**config.mk**
```make
export PLATFORM = sky130hd
export DESIGN_NAME = telemetry_field_decoder_flat
export DESIGN_NICKNAME = d
export VERILOG_FILES = /design/src/hdl/tfd_pkg.sv /design/src/hdl/tfd_if.sv /design/src/hdl/tfd_cfg_regs.sv /design/src/hdl/tfd_extract.sv /design/src/hdl/tfd_day_fix.sv /design/src/hdl/telemetry_field_decoder.sv /design/src/flat_wrapper.sv
export SDC_FILE = /design/constraint.sdc
export NUM_CORES = 1
export LEC_CHECK = 0
export BUFFER_PORTS_ARGS = -buffer_cell sky130_fd_sc_hd__buf_2
export CAP_MARGIN = 20
export CORE_UTILIZATION = 55
export DETAILED_ROUTE_END_ITERATION = 7
export GPL_TIMING_DRIVEN = 0
export PLACE_DENSITY = 0.79
export SETUP_SLACK_MARGIN = 0.02
export SLEW_MARGIN = 10
export SYNTH_ARGS = -nofsm -noshare
export SYNTH_HDL_FRONTEND = slang
export SYNTH_HIERARCHICAL = 1
export SYNTH_SLANG_ARGS = --single-unit
```
**constraint.sdc**
```tcl
create_clock -name clk -period 13.1 [get_ports clk]
set_clock_uncertainty 0.15 [all_clocks]
set_input_delay 1.965 -clock clk [delete_from_list [all_inputs] [get_ports clk]]
set_output_delay 1.965 -clock clk [all_outputs]
set_load 0.02 [all_outputs]
```
**src/hdl/tfd_pkg.sv**
```systemverilog
// Package for the telemetry field decoder: field widths, mode and register
// codes, the day-divide constants and the structs passed between modules.
// No dependencies.
`default_nettype none

package tfd_pkg;

  // Width of the raw input field and of the decoded result.
  localparam int RAW_W = 32;
  localparam int VAL_W = 33;

  // Number of valid bits in a raw word; bits at and above it read as zero.
  localparam int WORD_WIDTH = 32;
  localparam logic [RAW_W-1:0] WORD_MASK = RAW_W'((64'd1 << WORD_WIDTH) - 64'd1);

  // Configuration port.
  localparam int CFG_DATA_W = 32;
  localparam int CFG_ADDR_W = 4;
  localparam int CFG_W      = 6;

  // Register indexes, taken from paddr[3:2].
  typedef enum logic [1:0] {
    REG_MODE      = 2'd0,
    REG_FIELD_TOP = 2'd1,
    REG_FIELD_LEN = 2'd2,
    REG_WORD_BITS = 2'd3
  } tfd_reg_e;

  // Decode modes. Code 7 is unused and behaves like pass-through.
  typedef enum logic [2:0] {
    MODE_SFIELD = 3'd0,
    MODE_UFIELD = 3'd1,
    MODE_SWORD  = 3'd2,
    MODE_UWORD  = 3'd3,
    MODE_DAYS   = 3'd4,
    MODE_SOD    = 3'd5,
    MODE_PASS   = 3'd6
  } tfd_mode_e;

  // Seconds per day is 675 * 2^7. The quotient is estimated as
  // ((w >> 7) * floor(2^35 / 675)) >> 35, which is low by at most one.
  localparam logic [16:0] SECS_PER_DAY = 17'd86400;
  localparam int          DAY_SHIFT    = 7;
  localparam int          RECIP_SHIFT  = 35;
  localparam int          QUOT_W       = 16;
  localparam int          REM_W        = 18;
  localparam int          DAY_X_W      = RAW_W - DAY_SHIFT;
  localparam int          RECIP_W      = 26;
  localparam logic [RECIP_W-1:0] DAY_RECIP = RECIP_W'((64'd1 << RECIP_SHIFT) / 64'd675);
  localparam int          PROD_W       = DAY_X_W + RECIP_W;

  // What the second stage does with an item.
  typedef enum logic [1:0] {
    RES_DIRECT = 2'd0,
    RES_DAYS   = 2'd1,
    RES_SOD    = 2'd2
  } tfd_kind_e;

  typedef struct packed {
    logic [2:0]       mode;
    logic [CFG_W-1:0] field_top;
    logic [CFG_W-1:0] field_len;
    logic [CFG_W-1:0] word_bits;
  } tfd_cfg_t;

  typedef struct packed {
    tfd_kind_e         kind;
    logic [VAL_W-1:0]  direct;
    logic [RAW_W-1:0]  word;
    logic [QUOT_W-1:0] quot_est;
  } tfd_mid_t;

endpackage

`default_nettype wire

```
**src/hdl/tfd_if.sv**
```systemverilog
// Valid/ready channel interfaces for the raw-word input and the decoded output.
// Depends on tfd_pkg.
`default_nettype none

interface tfd_in_if import tfd_pkg::*; ();
  logic             valid;
  logic             ready;
  logic [RAW_W-1:0] raw_word;

  modport source (output valid, output raw_word, input ready);
  modport sink   (input valid, input raw_word, output ready);
endinterface

interface tfd_out_if import tfd_pkg::*; ();
  logic                    valid;
  logic                    ready;
  logic signed [VAL_W-1:0] decoded_value;

  modport source (output valid, output decoded_value, input ready);
  modport sink   (input valid, input decoded_value, output ready);
endinterface

`default_nettype wire

```
**src/hdl/tfd_cfg_regs.sv**
```systemverilog
// APB-style configuration registers of the telemetry field decoder.
// Depends on tfd_pkg.
`default_nettype none

module tfd_cfg_regs import tfd_pkg::*; (
  input  wire logic                  clk,
  input  wire logic                  rst_n,
  input  wire logic                  psel,
  input  wire logic                  penable,
  input  wire logic                  pwrite,
  input  wire logic [CFG_ADDR_W-1:0] paddr,
  input  wire logic [CFG_DATA_W-1:0] pwdata,
  output logic      [CFG_DATA_W-1:0] prdata,
  output logic                       pready,
  output tfd_cfg_t                   cfg
);

  tfd_cfg_t cfg_r;
  tfd_cfg_t cfg_nxt;
  logic     wr_en;
  tfd_reg_e reg_sel;

  assign pready  = 1'b1;
  assign wr_en   = psel & penable & pwrite & pready;
  assign reg_sel = tfd_reg_e'(paddr[3:2]);

  always_comb begin
    cfg_nxt = cfg_r;
    if (wr_en) begin
      unique case (reg_sel)
        REG_MODE:      cfg_nxt.mode      = pwdata[2:0];
        REG_FIELD_TOP: cfg_nxt.field_top = pwdata[CFG_W-1:0];
        REG_FIELD_LEN: cfg_nxt.field_len = pwdata[CFG_W-1:0];
        REG_WORD_BITS: cfg_nxt.word_bits = pwdata[CFG_W-1:0];
        default:       cfg_nxt = cfg_r;
      endcase
    end
  end

  always_ff @(posedge clk) begin
    if (!rst_n) begin
      cfg_r.mode      <= MODE_PASS;
      cfg_r.field_top <= CFG_W'(0);
      cfg_r.field_len <= CFG_W'(1);
      cfg_r.word_bits <= CFG_W'(32);
    end else begin
      cfg_r <= cfg_nxt;
    end
  end

  always_comb begin
    prdata = '0;
    unique case (reg_sel)
      REG_MODE:      prdata = CFG_DATA_W'(cfg_r.mode);
      REG_FIELD_TOP: prdata = CFG_DATA_W'(cfg_r.field_top);
      REG_FIELD_LEN: prdata = CFG_DATA_W'(cfg_r.field_len);
      REG_WORD_BITS: prdata = CFG_DATA_W'(cfg_r.word_bits);
      default:       prdata = '0;
    endcase
  end

  assign cfg = cfg_r;

endmodule

`default_nettype wire

```
**src/hdl/tfd_extract.sv**
```systemverilog
// First decode stage: field and word extraction with sign extension, and the
// reciprocal-multiply estimate of the day count. Depends on tfd_pkg.
`default_nettype none

module tfd_extract import tfd_pkg::*; (
  input  wire tfd_cfg_t          cfg,
  input  wire logic [RAW_W-1:0]  raw_word,
  output tfd_mid_t               mid
);

  logic [RAW_W-1:0]   word;
  logic               word_mode;
  logic               signed_mode;
  logic [CFG_W-1:0]   len_cfg;
  logic [CFG_W-1:0]   len;
  logic [7:0]         diff;
  logic [CFG_W-1:0]   lo;
  logic [RAW_W-1:0]   shifted;
  logic [VAL_W-1:0]   mask;
  logic [VAL_W-1:0]   field;
  logic               sign_bit;
  logic [VAL_W-1:0]   extracted;
  logic [PROD_W-1:0]  prod;

  assign word = raw_word & WORD_MASK;

  assign word_mode   = (cfg.mode == MODE_SWORD) || (cfg.mode == MODE_UWORD);
  assign signed_mode = (cfg.mode == MODE_SFIELD) || (cfg.mode == MODE_SWORD);
  assign len_cfg     = word_mode ? cfg.word_bits : cfg.field_len;
  assign len         = (len_cfg == '0) ? CFG_W'(1) : len_cfg;

  // Low bit of the field is top + 1 - len. When the top index sits too low it
  // is raised in whole bytes, which leaves the low bit at (top + 1 - len) mod 8.
  assign diff = {2'b00, cfg.field_top} + 8'd1 - {2'b00, len};
  assign lo   = word_mode ? '0 : (diff[7] ? {3'b000, diff[2:0]} : diff[CFG_W-1:0]);

  assign shifted  = word >> lo;
  assign mask     = ~({VAL_W{1'b1}} << len);
  assign field    = {1'b0, shifted} & mask;
  // The field's top bit; zero for lengths past the result width.
  assign sign_bit = |(field & (mask ^ (mask >> 1)));

  assign extracted = (signed_mode && sign_bit) ? (field | ~mask) : field;

  assign prod = PROD_W'(word[RAW_W-1:DAY_SHIFT]) * PROD_W'(DAY_RECIP);

  always_comb begin
    mid.word     = word;
    mid.quot_est = prod[RECIP_SHIFT +: QUOT_W];
    mid.direct   = {1'b0, word};
    mid.kind     = RES_DIRECT;
    unique case (cfg.mode)
      MODE_SFIELD, MODE_UFIELD, MODE_SWORD, MODE_UWORD: mid.direct = extracted;
      MODE_DAYS:   mid.kind = RES_DAYS;
      MODE_SOD:    mid.kind = RES_SOD;
      MODE_PASS:   mid.direct = {1'b0, word};
      default:     mid.direct = {1'b0, word};
    endcase
  end

endmodule

`default_nettype wire

```
**src/hdl/tfd_day_fix.sv**
```systemverilog
// Second decode stage: corrects the day-count estimate by one remainder check
// and picks the final value. Depends on tfd_pkg.
`default_nettype none

module tfd_day_fix import tfd_pkg::*; (
  input  wire tfd_mid_t           mid,
  output logic signed [VAL_W-1:0] value
);

  logic [RAW_W+1:0]  day_secs;
  logic [REM_W-1:0]  rem;
  logic              over;
  logic [QUOT_W-1:0] days;
  logic [REM_W-1:0]  sod;

  assign day_secs = (RAW_W+2)'(mid.quot_est) * (RAW_W+2)'(SECS_PER_DAY);
  // The true remainder stays below two days, so the low bits are enough.
  assign rem  = mid.word[REM_W-1:0] - day_secs[REM_W-1:0];
  assign over = rem >= REM_W'(SECS_PER_DAY);
  assign days = mid.quot_est + QUOT_W'(over);
  assign sod  = over ? (rem - REM_W'(SECS_PER_DAY)) : rem;

  always_comb begin
    unique case (mid.kind)
      RES_DAYS: value = VAL_W'(days);
      RES_SOD:  value = VAL_W'(sod);
      default:  value = mid.direct;
    endcase
  end

endmodule

`default_nettype wire

```
**src/hdl/telemetry_field_decoder.sv**
```systemverilog
// Top level of the telemetry field decoder: configuration registers and a
// two-register decode pipeline. Depends on tfd_pkg, tfd_if, tfd_cfg_regs,
// tfd_extract and tfd_day_fix.
//
//   Port group   Direction  Handshake          Payload
//   in_item      sink       valid / ready      raw_word (32 bits)
//   out_item     source     valid / ready      decoded_value (33 bits, signed)
//   APB          slave      psel/penable/pready paddr[3:0], pwdata, prdata
//
// Every item passes two register stages, mid_r and then out_val_r; one item can
// be accepted per cycle while the output is not held. The depth is set by the
// day-count reciprocal multiply, which is registered before its correction.
// The pipeline stalls only while the output is held; a held output still lets
// one more item into the middle stage. Reset clears the valid flags and loads
// the register defaults.
`default_nettype none

module telemetry_field_decoder import tfd_pkg::*; (
  input  wire logic                  clk,
  input  wire logic                  rst_n,
  tfd_in_if.sink                     in_item,
  tfd_out_if.source                  out_item,
  input  wire logic                  psel,
  input  wire logic                  penable,
  input  wire logic                  pwrite,
  input  wire logic [CFG_ADDR_W-1:0] paddr,
  input  wire logic [CFG_DATA_W-1:0] pwdata,
  output logic      [CFG_DATA_W-1:0] prdata,
  output logic                       pready
);

  tfd_cfg_t                cfg;
  tfd_mid_t                mid;
  tfd_mid_t                mid_r;
  logic                    mid_v_r;
  logic                    mid_v_nxt;
  logic signed [VAL_W-1:0] value;
  logic signed [VAL_W-1:0] out_val_r;
  logic                    out_v_r;
  logic                    out_v_nxt;
  logic                    advance;
  logic                    in_ready;

  tfd_cfg_regs u_cfg (
    .clk     (clk),
    .rst_n   (rst_n),
    .psel    (psel),
    .penable (penable),
    .pwrite  (pwrite),
    .paddr   (paddr),
    .pwdata  (pwdata),
    .prdata  (prdata),
    .pready  (pready),
    .cfg     (cfg)
  );

  tfd_extract u_extract (
    .cfg      (cfg),
    .raw_word (in_item.raw_word),
    .mid      (mid)
  );

  tfd_day_fix u_day_fix (
    .mid   (mid_r),
    .value (value)
  );

  assign advance  = !out_v_r || out_item.ready;
  assign in_ready = !mid_v_r || advance;

  assign mid_v_nxt = in_ready ? in_item.valid : mid_v_r;
  assign out_v_nxt = advance ? mid_v_r : out_v_r;

  always_ff @(posedge clk) begin
    if (!rst_n) begin
      mid_v_r <= 1'b0;
      out_v_r <= 1'b0;
    end else begin
      mid_v_r <= mid_v_nxt;
      out_v_r <= out_v_nxt;
    end
  end

  always_ff @(posedge clk) begin
    if (in_ready && in_item.valid) begin
      mid_r <= mid;
    end
    if (advance && mid_v_r) begin
      out_val_r <= value;
    end
  end

  assign in_item.ready          = in_ready;
  assign out_item.valid         = out_v_r;
  assign out_item.decoded_value = out_val_r;

endmodule

`default_nettype wire

```
**src/flat_wrapper.sv**
```systemverilog
// flat-port wrapper written by rule: the top's interface ports become plain ports
module telemetry_field_decoder_flat import tfd_pkg::*;
  (clk, rst_n, psel, penable, pwrite, paddr, pwdata, prdata, pready, in_item_valid, in_item_raw_word, in_item_ready, out_item_valid, out_item_decoded_value, out_item_ready);
  tfd_in_if in_item_i ();
  tfd_out_if out_item_i ();
  input  wire logic clk;
  input  wire logic rst_n;
  input  wire logic psel;
  input  wire logic penable;
  input  wire logic pwrite;
  input  wire logic [CFG_ADDR_W-1:0] paddr;
  input  wire logic [CFG_DATA_W-1:0] pwdata;
  output logic      [CFG_DATA_W-1:0] prdata;
  output logic pready;
  input wire logic [$bits(in_item_i.valid)-1:0] in_item_valid;
  input wire logic [$bits(in_item_i.raw_word)-1:0] in_item_raw_word;
  output wire logic [$bits(in_item_i.ready)-1:0] in_item_ready;
  output wire logic [$bits(out_item_i.valid)-1:0] out_item_valid;
  output wire logic [$bits(out_item_i.decoded_value)-1:0] out_item_decoded_value;
  input wire logic [$bits(out_item_i.ready)-1:0] out_item_ready;
  assign in_item_i.valid = in_item_valid;
  assign in_item_i.raw_word = in_item_raw_word;
  assign in_item_ready = in_item_i.ready;
  assign out_item_valid = out_item_i.valid;
  assign out_item_decoded_value = out_item_i.decoded_value;
  assign out_item_i.ready = out_item_ready;
  telemetry_field_decoder u_core (.clk(clk), .rst_n(rst_n), .in_item(in_item_i), .out_item(out_item_i), .psel(psel), .penable(penable), .pwrite(pwrite), .paddr(paddr), .pwdata(pwdata), .prdata(prdata), .pready(pready));
endmodule
```
==> results of run 1 <==
==> state kept, by name (all words and copies together) (netlist names) <==
name                           flops
u_core/u_cfg/cfg                  21
u_core/out_item.decoded_value     33
u_core/mid_r                      69
u_core/out_item.valid              1
u_core/mid_v_r                     1
==> metrics by stage <==
| step | utilization, % | hold slack (ps) | setup WS, ps | instance area [sq um] |
|---|---|---|---|---|
| 2_1_floorplan | - | 310 | 5300 | 19400 |
| 3_3_place_gp | 59.0 | 347 | 4320 | 20400 |
| 3_5_place_dp | 59.2 | 361 | 4270 | 20500 |
| 4_1_cts | 60.9 | 371 | 4630 | 21100 |
| 5_1_grt | 60.9 | 386 | 4260 | 21100 |
| 6_report | 60.9 | 370 | 4450 | 21100 |
==> area by class of cell <==
class	instances	area, sq um	area share (%)
buffer	105	643	3.05
clock buffer	17	425	2.02
clock inverter	15	165	0.784
inverter	287	1080	5.12
multi-input combinational	1522	14200	67.3
sequential	125	3520	16.7
tap	455	569	2.70
timing repair buffer	89	483	2.29
==> critical path: cells and delay by family <==
family / cells / cell delay [ps]
xor gates and xnor gates: 1 / 130
adders and majority gates: 8 / 3440
buffers and inverters: 3 / 630
AOI/OAI and AO/OA: 8 / 2460
==> cells in the final DEF, fill, tap and decap left out, types with 51 or more instances in the layout <==
cell	count
ha_1	350
inv_1	282
fa_1	161
nand2_1	122
buf_2	106
edfxtp_1	102
nor2_1	86
a21oi_1	80
o21ai_0	73
buf_4	54
mux2i_1	51
==> final timing paths <==
path / end / cells after the start
worst max-delay path: u_core/mid_r[15] / 20
worst min-delay path: u_core/out_item.decoded_value[31] / 1
worst max register to register: u_core/mid_r[78] / 22
worst min register to register: u_core/out_item.decoded_value[31] / 1
==> per-layer routing <==
layer | share of wire (%) | vias up
met1 | 43 | 7967
met4 | 3.2 | 4
met3 | 8.4 | 134
met5 | 0.044 | -
met2 | 45 | 769
li1 | - | 7343
==> results_dict.tcl, run 1 <==
set metrics [dict create \
    post-route-period-util_pct 66.0 \
    worstPathArrival_ps 8650 \
    chipHeight_um 189 \
    wl_per_cell_um 22.8 \
    hp-start "u_core/mid_r[79]" \
    h-tree-depth 4 \
    fin_cells 2615 \
    grt_pass1_vias 16200 \
    synth_cells 2014 \
    path_common_cell "fa_1" \
    synth_warnings 6 \
    rsz0062_at_grt "no" \
    overflow 0 \
    rows 68 \
    hold_violations 0 \
    cts_resized 0 \
    grtUsageMet2_pct 53.4 \
    cts_tree "built" \
    cts_setup_buffers 0 \
    netlist_area_sq_mm 0.0193 \
    hpwl_um 46500 \
    cts.clk_slew.worst_paths_ps 60 \
    grt_first_pass_wirelength_um 91400 \
    drt_first_pass_iters 7 \
    drive_gt1_share_pct 11.3 \
    syn2layout_area_growth_pct 9.10 \
    regToRegSetupSlack_ps 5190 \
    via_per_inst 6.20 \
    r2r-start "u_core/u_cfg/cfg[19]" \
    final_nets 2733 \
    drc_errors 0 \
    timing.fmax_ghz 0.116 \
    startpoint "in_item_raw_word[22]" \
    ios 143 \
    drt-total-wl_um 59700 \
    drv_slew 0 \
    ctsHoldBuffers 0 \
    die_area_sq_mm 0.0358 \
    start_kind "input pin" \
    ant_nets 0 \
    grt_util_met1_pct 46.3 \
    nFillCells 3000 \
    path_cells "buf_2 -> fa_1 -> ha_1 -> ha_1 -> fa_1 -> fa_1 -> fa_1 -> inv_1 -> fa_1 -> inv_1 -> ha_1 -> a21oi_1 -> o221ai_1 -> a21oi_1 -> o21ai_0 -> o41ai_1 -> a21oi_1 -> a221o_1 -> o41ai_1 -> xnor2_1" \
    relSlewSlack_pct 17.4 \
    clock-sinks 125 \
    worst_pin_slew_ps 1230 \
    numCtsBuffers 17 \
    vias 16200 \
    gp_congestion 1.00 \
    status "finished clean" \
    final.min_clock_period_ps 8650 \
    dp_cells 2583 \
    syn_area_per_cell_sq_um 9.58 \
    grt_use_total_pct 33.7 \
    root_buffer "clkbuf_16" \
    die_w_um 189 \
    worstPathRequired_ps 13100 \
    grt_max_degree 34 \
    slowest_delay_ps 600 \
    antenna_found_initial 2 \
    met3_usage_pct 5.91 \
    clk_latency_ps 430 \
    maxCapViolCount 0 \
    coreArea_sq_mm 0.0345 \
    final.setup.tns_ps 0 \
    cp-end-kind "register" \
    drt_iter0_markers 1489 \
    antennaDiodeCount 0 \
    io_buffer_count 87 \
    grt_busiest_layer "met2" \
    setup_viol 0 \
    worstSetupPathType "in -> reg" \
    crit_slowest_cell "o41ai_1" \
    hold_path.class "reg -> reg" \
    start_util_pct 55.9 \
    clk_path_buf_depth 2 \
    path_max_fanout 14 \
]
Power of run 1 is not shown: default switching activity piles up to over one toggle a cycle in this logic, so the estimate is an artifact.
==> inputs of run 2 (changes only) <==
- PLACE_DENSITY: 0.79 -> 0.82
- clock period: 13.1 -> 7.3 ns (I/O delays scaled with it)
==> results_dict.tcl, run 2 (synthesis gave the netlist of run 1 again) <==
set metrics [dict create \
    status "finished clean" \
    final_nets 2737 \
    regMostFlops "u_core/mid_r" \
    antenna_found_initial 2 \
    drc_errors 0 \
    crit_slowest_cell "mux2i_1" \
    rows 68 \
    worst_pin_slew_ps 883 \
    relSlewSlack_pct 40.2 \
    root_buffer "clkbuf_16" \
    drive_gt1_share_pct 12.0 \
    hold_path.class "reg -> reg" \
    numCtsBuffers 17 \
    syn2layout_area_growth_pct 9.75 \
    whs_ps 369 \
    overflow 0 \
    die_w_um 189 \
    clk_path_buf_depth 2 \
    pre_cts_ws_ps -687 \
    final.min_clock_period_ps 7190 \
    h-tree-depth 4 \
    ant_nets 0 \
    maxCapViolCount 0 \
    vias 16200 \
    start_util_pct 55.9 \
    start_kind "register" \
    drv_slew 0 \
    seqCellArea_sq_mm 0.00352 \
    grt_first_pass_wirelength_um 91100 \
    layout_commonest_cell "ha_1" \
    hold_violations 0 \
    worstSetupPathType "reg -> reg" \
    cts_tree "built" \
    setup_viol 0 \
    grt_pass1_vias 16300 \
    path_max_fanout 11 \
    slowest_delay_ps 650 \
    gp_congestion 1.00 \
    grt_use_total_pct 33.7 \
    drt-total-wl_um 59800 \
    largest_reg_flops 69 \
    drt_first_pass_iters 8 \
    cp-end-kind "register" \
    timing.fmax_ghz 0.139 \
    ctsHoldBuffers 0 \
    setup_ws_ps 107 \
    final_util_pct 61.3 \
    chipHeight_um 189 \
    hpwl_um 46400 \
    grt_max_degree 34 \
    multi_input_area_sq_mm 0.0142 \
    post-route-period-util_pct 98.5 \
    layout_common_cells "ha_1, inv_1, fa_1" \
    coreArea_sq_mm 0.0345 \
    clock-sinks 125 \
    worstPathRequired_ps 7260 \
    worstPathArrival_ps 7160 \
    drt_iter0_markers 1303 \
    ios 143 \
    path_common_cell "buf_2" \
    wl_per_cell_um 22.8 \
    path_cells "nor2b_1 -> buf_2 -> buf_6 -> buf_4 -> mux2i_1 -> nand2_1 -> ha_1 -> inv_1 -> fa_1 -> buf_2 -> buf_2 -> clkbuf_1 -> a211o_1 -> o221ai_1 -> a21bo_1 -> mux2i_1 -> o2bb2ai_1 -> a222oi_1 -> o2111ai_1 -> o21ai_2 -> buf_4 -> o221ai_1" \
    via_per_inst 6.18 \
    cts.clk_slew.worst_paths_ps 70 \
    nFillCells 2895 \
    clk_latency_ps 420 \
    io_buffer_count 87 \
    die_area_sq_mm 0.0358 \
]
## run 2: cell types whose count changed in the layout (fill, tap and decap cells not counted), sizes merged
cell    delta
clkbuf     +9
diode      +1
buf        -5
## run 2: repair_timing
| item | CTS | global route |
|---|---|---|
| endpoints found under the setup margin | 15 | 41 |
| gates resized for setup | 4 | 24 |
| hold endpoints to repair | 0 | 0 |
| buffers inserted | 2 | 1 |
| pin swaps | 2 | 1 |
## run 2: final cells by class
type                       instances  share of cell area [%]
sequential                       125                    16.6
timing repair buffer              93                    2.50
inverter                         287                    5.09
buffer                           105                    3.04
tap                              455                    2.69
clock inverter                    15                   0.768
antenna                            1                  0.0118
clock buffer                      17                    2.01
multi-input combinational       1522                    67.3
## run 2: path summary, 6_finish.rpt
| check | from | end | slack (ps) | depth (start not counted) |
|---|---|---|---|---|
| max reg2reg | u_core/u_cfg/cfg[19] | u_core/mid_r[77] | 110 | 22 |
| min reg2reg | u_core/u_cfg/cfg[16] | u_core/u_cfg/cfg[16] | 370 | 2 |
| max | u_core/u_cfg/cfg[19] | u_core/mid_r[77] | 110 | 22 |
| min | u_core/u_cfg/cfg[16] | u_core/u_cfg/cfg[16] | 370 | 2 |
## run 2: routing by layer
metal	share of wire (%)	wire, um	GRT usage, %	vias to the layer above
met3	11	6470	9.47	132
met2	45	26700	52.9	793
met5	0.045	27	0	-
met1	42	24800	44.7	7912
met4	3.0	1760	10.9	4
li1	-	-	-	7355
## run 2: metrics by stage
step	instance area, sq um	TNS [ps]	cells
2_1_floorplan	19400	0	2039
3_3_place_gp	20400	-4520	2581
3_5_place_dp	20500	-4770	2583
4_1_cts	21100	0	2617
5_1_grt	21200	-22.3	2620
6_report	21200	0	2620
## run 2: critical path: cells and delay by family (launching register included)
| family | cells | cell delay [ps] |
|---|---|---|
| AND/OR/NAND/NOR | 2 | 550 |
| flip-flops | 1 | 630 |
| adder cells (fa/ha/maj) | 2 | 720 |
| AO/OA/AOI/OAI | 8 | 2110 |
| buffers and inverters | 8 | 1640 |
| multiplexers | 2 | 1070 |
Power of run 2 is left out for the same reason.
